### src/design/sca_ram.sv
module sca_ram #(
  parameter int WIDTH = 8,
  parameter int DEPTH = 256,
  localparam int AW = (DEPTH > 1) ? $clog2(DEPTH) : 1
) (
  input  logic             clk,
  input  logic             we,
  input  logic [AW-1:0]    waddr,
  input  logic [WIDTH-1:0] wdata,
  input  logic [AW-1:0]    raddr,
  output logic [WIDTH-1:0] rdata
);

  logic [WIDTH-1:0] mem [DEPTH];

  always_ff @(posedge clk) begin
    if (we) mem[waddr] <= wdata;
    rdata <= mem[raddr];
  end

endmodule

### config.mk
export PLATFORM = sky130hd
export DESIGN_NAME = sca_ram
export DESIGN_NICKNAME = d
export VERILOG_FILES = /design/src/design/sca_ram.sv
export SDC_FILE = /design/constraint.sdc
export NUM_CORES = 2
export LEC_CHECK = 0
export BUFFER_PORTS_ARGS = -buffer_cell sky130_fd_sc_hd__buf_2
export CORE_UTILIZATION = 38
export DETAILED_ROUTE_END_ITERATION = 16
export GPL_ROUTABILITY_DRIVEN = 0
export GPL_TIMING_DRIVEN = 0
export PLACE_DENSITY = 0.55
export RECOVER_POWER = 100
export SYNTH_ARGS = -nofsm -noshare
export SYNTH_HDL_FRONTEND = slang
export SYNTH_SLANG_ARGS = --single-unit
export TNS_END_PERCENT = 1
### constraint.sdc
create_clock -name clk -period 2.5 [get_ports clk]
set_clock_uncertainty 0.05 [all_clocks]
set_input_delay 0.5 -clock clk [delete_from_list [all_inputs] [get_ports clk]]
set_output_delay 0.5 -clock clk [all_outputs]
set_load 0.005 [all_outputs]
# Yosys cells after proc, flatten, opt, wreduce, memory -nomap -nowiden
# Memory sizes are Yosys's and may differ from the RTL's. A register that Yosys moved wholly into a read port is not among the register bits.
# Index checks and enable logic that the tools add are counted.
dict set report word_totals {
  reg_bits 0
  latchBits 0
  ramBits 2048
  romBits 0
  input_bits 26
  out_inout_bits 8
  mem_count 1
}
dict set report op_classes {
  addsub 0
  n_mul 0
  div 0
  order_cmp 0
  n_eq_ne 0
  shift 0
  muxes 2
  bitwise_logic 0
  reduce_logical 0
}
# memory depth word_bits read_ports rd_clocked_by_memory_dff write_ports line
set mem_list {}
lappend mem_list {mem 256 8 1 1 1 14} ;# logic [WIDTH-1:0] mem [DEPTH];
# operator n
set ops {}
lappend ops {{1-bit two-way mux} 2}

# Logic depth before layout (Yosys ltp)
dict set report logic_depth {
  ltp_word 2
  depth_mapped 11
  depth_no_buf 6
}

# Worst setup path after synthesis
# Ideal clock, no wire load.
dict set report synth_path {
  path_type {input -> register}
  start {input port raddr[0]}
  end {register rdata[2] (read register of mem)}
  setup_ns 0.131
  arrival_time_ns 2.307
  required_time_ns 2.319
  slack_ns 0.012
  stages 9
  path_buffers 4
  path_cell_list {buf_6 buf_12 buf_8 buf_2 mux4_2 a22oi_1 a21oi_1 nor4_1 nor4_2}
}
# element line
set synth_lines {}
lappend synth_lines {{start, declared} 10} ;# input logic [AW-1:0] raddr,
lappend synth_lines {{end, declared} 11} ;# output logic [WIDTH-1:0] rdata

# Final worst setup path
dict set report layout_path {
  start {input port waddr[2]}
  end {memory mem[99][1] (enable)}
}
# element line
set layout_lines {}
lappend layout_lines {{start, declared} 8} ;# input logic [AW-1:0] waddr,
lappend layout_lines {{end, declared} 14}
# Straight into the memory's write port.

==> results.md <==
Worst hold path:
- The path class of the tightest hold or removal check is primary input to register.
- The worst-case hold path end point is mem[157][6]$_DFFE_PP_.
- Along the worst hold path, the cell count comes to 3.
- The origin of the worst min-delay path is waddr[2].

Setup path:
- The worst path buffer plus inverter count is 2.
- The cell family contributing the most delay on the critical path is simple AND/OR/NAND/NOR gates.
- The data arrival time of the critical path is 3250 ps.
- The critical path start-end classification is primary input to register.
- For this design, the slowest cell found on the critical path is sky130_fd_sc_hd__nor2_1.
- The worst setup path is captured at a register.
- Traced cell by cell, the critical path runs through clkbuf_1, nor2_1, nand4_1, clkbuf_2, nor2_2.
- Measured in cells, the most critical reg-to-reg path has a length of 6.
- Along the worst path, the maximum fanout reaches 10.
- STA puts the critical path data required time at 2930 ps.
- The worst setup path is launched from a primary input.
- The beginning of the worst register-to-register path is mem[83][5]$_DFFE_PP_.
- The reg-to-reg critical path endpoint is rdata[5]$_DFF_P_.
- On the worst path, the slowest cell contributes a delay of 690 ps.
- The register-to-register setup slack is -200 ps.

Cells and area:
- The net count of the finished layout is 4,012.
- The area occupied by multi-input gates is 0.01811 mm2.
- The layout overhead on the synthesized area is 15.88%.
- In the layout the commonest cells are 2,048 x sky130_fd_sc_hd__edfxtp_1, 454 x sky130_fd_sc_hd__mux4_2, 213 x sky130_fd_sc_hd__clkbuf_16.
- In the final layout, flip-flops and latches occupy 0.06166 mm2.
- The finished layout holds 6,955 standard cells, fillers aside.
- The leading cell type in the layout, fill and taps excluded is sky130_fd_sc_hd__edfxtp_1.
- In the final layout, the share of cells above drive strength 1 is 30.24%.
- The fill cell instance count of the final layout is 17,560.

Timing:
- The final-report setup violation count is 891.
- At the pin with the least slew margin, the transition time is 2773 ps.
- In this run the tightest slew margin relative to its limit is -84.87%.
- The final count of hold timing violations is 0.
- The final critical path takes up 113.0% of the cycle.
- In the post-route analysis, the smallest setup slack over all paths is -324.3 ps.
- The number of pins with negative max-slew slack in the final report is 957.
- Subtracting the final worst setup slack from the clock period gives 2824 ps.
- The worst hold margin is 512.4 ps.
- Setup repair after global routing could not meet its margin everywhere.
- The highest clock frequency the design can meet is 354.1 MHz.

Global routing:
- The first global-routing pass estimated 339,100 um of wire.
- The number of global-route vias before repair is 40,130.
- The number of antenna violations at the first check in global routing is 17.
- For this run, the total global-route usage over all layers was measured as 23.54%.
- After global routing the overflow that remains totals 0.
- Entering global routing, the biggest net connects 150 pins.

Clock tree:
- TritonCTS built the clock tree.
- The clock-pin slew on the worst setup and hold paths is 60 ps.
- The H-tree level count is 4.
- At the later pin of the worst-skew pair, clock insertion delay measures 860 ps.
- In this run, post-CTS hold repair placed 0 buffers.
- The total clock sinks is 2,056.
- Clock tree synthesis inserted a total of 210 buffers.
- The buffer depth of the longest clock path is 3.
- The clock tree root buffer cell is sky130_fd_sc_hd__clkbuf_16.

Detailed routing:
- The total detailed-routing wirelength is 249,500 um.
- Using the TritonRoute via totals, the vias-per-cell ratio works out to 5.892.
- The count of unresolved DRC violations after routing is 0.
- The average detailed-routed wire length per instance is 35.87 um.
- The iteration-0 DRC count of the detailed router is 5,813.
- The post-detailed-route count of antenna-violating nets is 0.
- The pre-antenna-repair detailed-routing pass consisted of 7 iterations.
- The routed layout has 40,980 vias.

Synth:
- Ranked by total cell area, the synthesized netlist is headed by sky130_fd_sc_hd__edfxtp_1 77%, sky130_fd_sc_hd__mux4_2 13%, sky130_fd_sc_hd__mux2i_1 1.7%, sky130_fd_sc_hd__nor2_1 1.3%, sky130_fd_sc_hd__a22oi_1 1.3%.
- In the synthesized netlist the dominant register cell turns out to be sky130_fd_sc_hd__edfxtp_1.
- The number of synthesized flops with an enable pin is 2,048.
- The netlist area before placement is 0.07956 mm2.
- The post-synthesis cell type count is 55.
- The synthesized netlist net count is 3,759.
- The number of warnings reported in the yosys synthesis log is 0.
- In the synthesized netlist, the number of instances is 3,733.
- The top cell type's share of synthesized area is 77.30%.
- The part of the Yosys area used for sequential elements is 77.50%.
- After synthesis the netlist holds a flip-flop and latch count of 2,056.
- The dominant cell type by area after synthesis is sky130_fd_sc_hd__edfxtp_1.
- The mean cell area of the mapped netlist is 21.31 um2.
- For this run, asynchronously set or reset flops after synthesis account for 0%.

Die:
- For this design the top-level I/O count stands at 34.
- In this run the vertical extent of the chip is 459.6 um.
- The die outline width is 459.6 um.
- The region available for standard cell placement spans 0.2075 mm2.
- The die footprint is 0.2112 mm2.
- The starting utilization of the core area is 38.34%.
- After floorplanning, the core was divided into 167 placement rows.

Flow run:
- The count of maximum capacitance violations is 8.

Placement:
- The count of buffers added on input and output ports is 26.
- The wire-length estimate of the detail-placed layout is 165,500 um.
- At the placement stage, the worst setup path has a slack of -3097 ps.
- The placed cell count is 6,560.

Power and ir drop:
- Across the VDD grid, the largest voltage drop is 0.6891 mV.
- The power per cell area is 789.0 mW/mm2.
- In this run the static leakage power is 27.97 nW.
- The total power draw is 0.07273 W.

Status:
- The flow ran to the end, but the final reports show violations.
- The final reports fail on capacitance limit, slew limit, setup timing.
==> cell families (layout without fill, tap and decap cells) <==
kind of cell,Yosys count,after routing,synth area share (%)
AO/OA/AOI/OAI,385,385,3.419
AND/OR/NAND/NOR,466,466,2.628
multiplexers,591,591,14.62
other,0,7,0
flip-flops,2056,2056,77.50
buffers and inverters,235,662,1.831
==> synth_stat cells, drive strengths merged, types with 10 or more instances <==
master and instances:
a211oi 16, a21oi 96, a221oi 14, a22oi 133
buf 122, clkbuf 111, edfxtp 2048, mux2i 134
mux4 456, nand2 33, nand3 34, nand4 10
nor2 282, nor2b 31, nor3 22, nor4 27
o211ai 10, o21ai 12, o221ai 47, o22ai 28
==> tightest hold or removal path: stages <==
cell,delay (ps)
sky130_fd_sc_hd__clkbuf_1,260
sky130_fd_sc_hd__nand3_1,210
sky130_fd_sc_hd__nor2_1,210
==> worst max-delay path by stage <==
stage / slack [ps] / from / end / cells past startpoint
finish: -320 / waddr[2] / mem[99][1]$_DFFE_PP_ / 5
global route: -210 / raddr[0] / rdata[2]$_DFF_P_ / 9
CTS: -230 / waddr[0] / mem[113][1]$_DFFE_PP_ / 6
detailed placement: -3100 / raddr[2] / rdata[4]$_DFF_P_ / 10
global placement: -3500 / raddr[1] / rdata[4]$_DFF_P_ / 9
floorplan: 10 / raddr[0] / rdata[2]$_DFF_P_ / 9
==> metal layers <==
layer  global-route usage, %  up-vias  part of all wire (%)
li1                        -    16280                     -
met1                   32.95    22260                    41
met2                   36.40     2060                    47
met3                   4.969      378                   8.8
met4                   8.423        2                   3.9
met5                       0        -                0.0080
==> cell type report <==
type | count | share of cell area, %
multi-input combinational | 1442 | 19.64
tap | 2788 | 3.784
clock buffer | 262 | 6.013
buffer | 230 | 2.195
antenna | 7 | 0.01900
inverter | 2 | 0.009501
timing repair buffer | 44 | 0.4085
sequential | 2056 | 66.88
clock inverter | 124 | 1.044
==> per-stage QoR <==
step	utilization, %	cell area (um2)	TNS, ps
final	44.43	92190	-89680
after global routing	44.43	92180	-97770
after detailed placement	40.31	83640	-1958110
after floorplan	-	79560	0
after global placement	40.09	83170	-7349710
after CTS	44.38	92080	-48730
==> timing repair <==
item,4_1_cts,5_1_grt
endpoints found under the setup margin,1288,1036
cloned,0,0
pin swaps,26,6
gates resized for setup,551,84
buffers inserted,3,2
==> power breakdown <==
part	total [W]	switching (W)	internal [W]	leakage, nW
combinational	0.00442	0.00304	0.00138	6.30
clock	0.0302	0.0136	0.0167	3.20
sequential	0.0381	0.0000228	0.0380	18.5
total	0.0727	0.0167	0.0561	28.0
==> state kept, by name, indices dropped and copies added (netlist names) <==
| signal | flops |
|---|---|
| rdata | 8 |
| mem | 2048 |
Note: power is estimated with default switching activity, not from simulation.
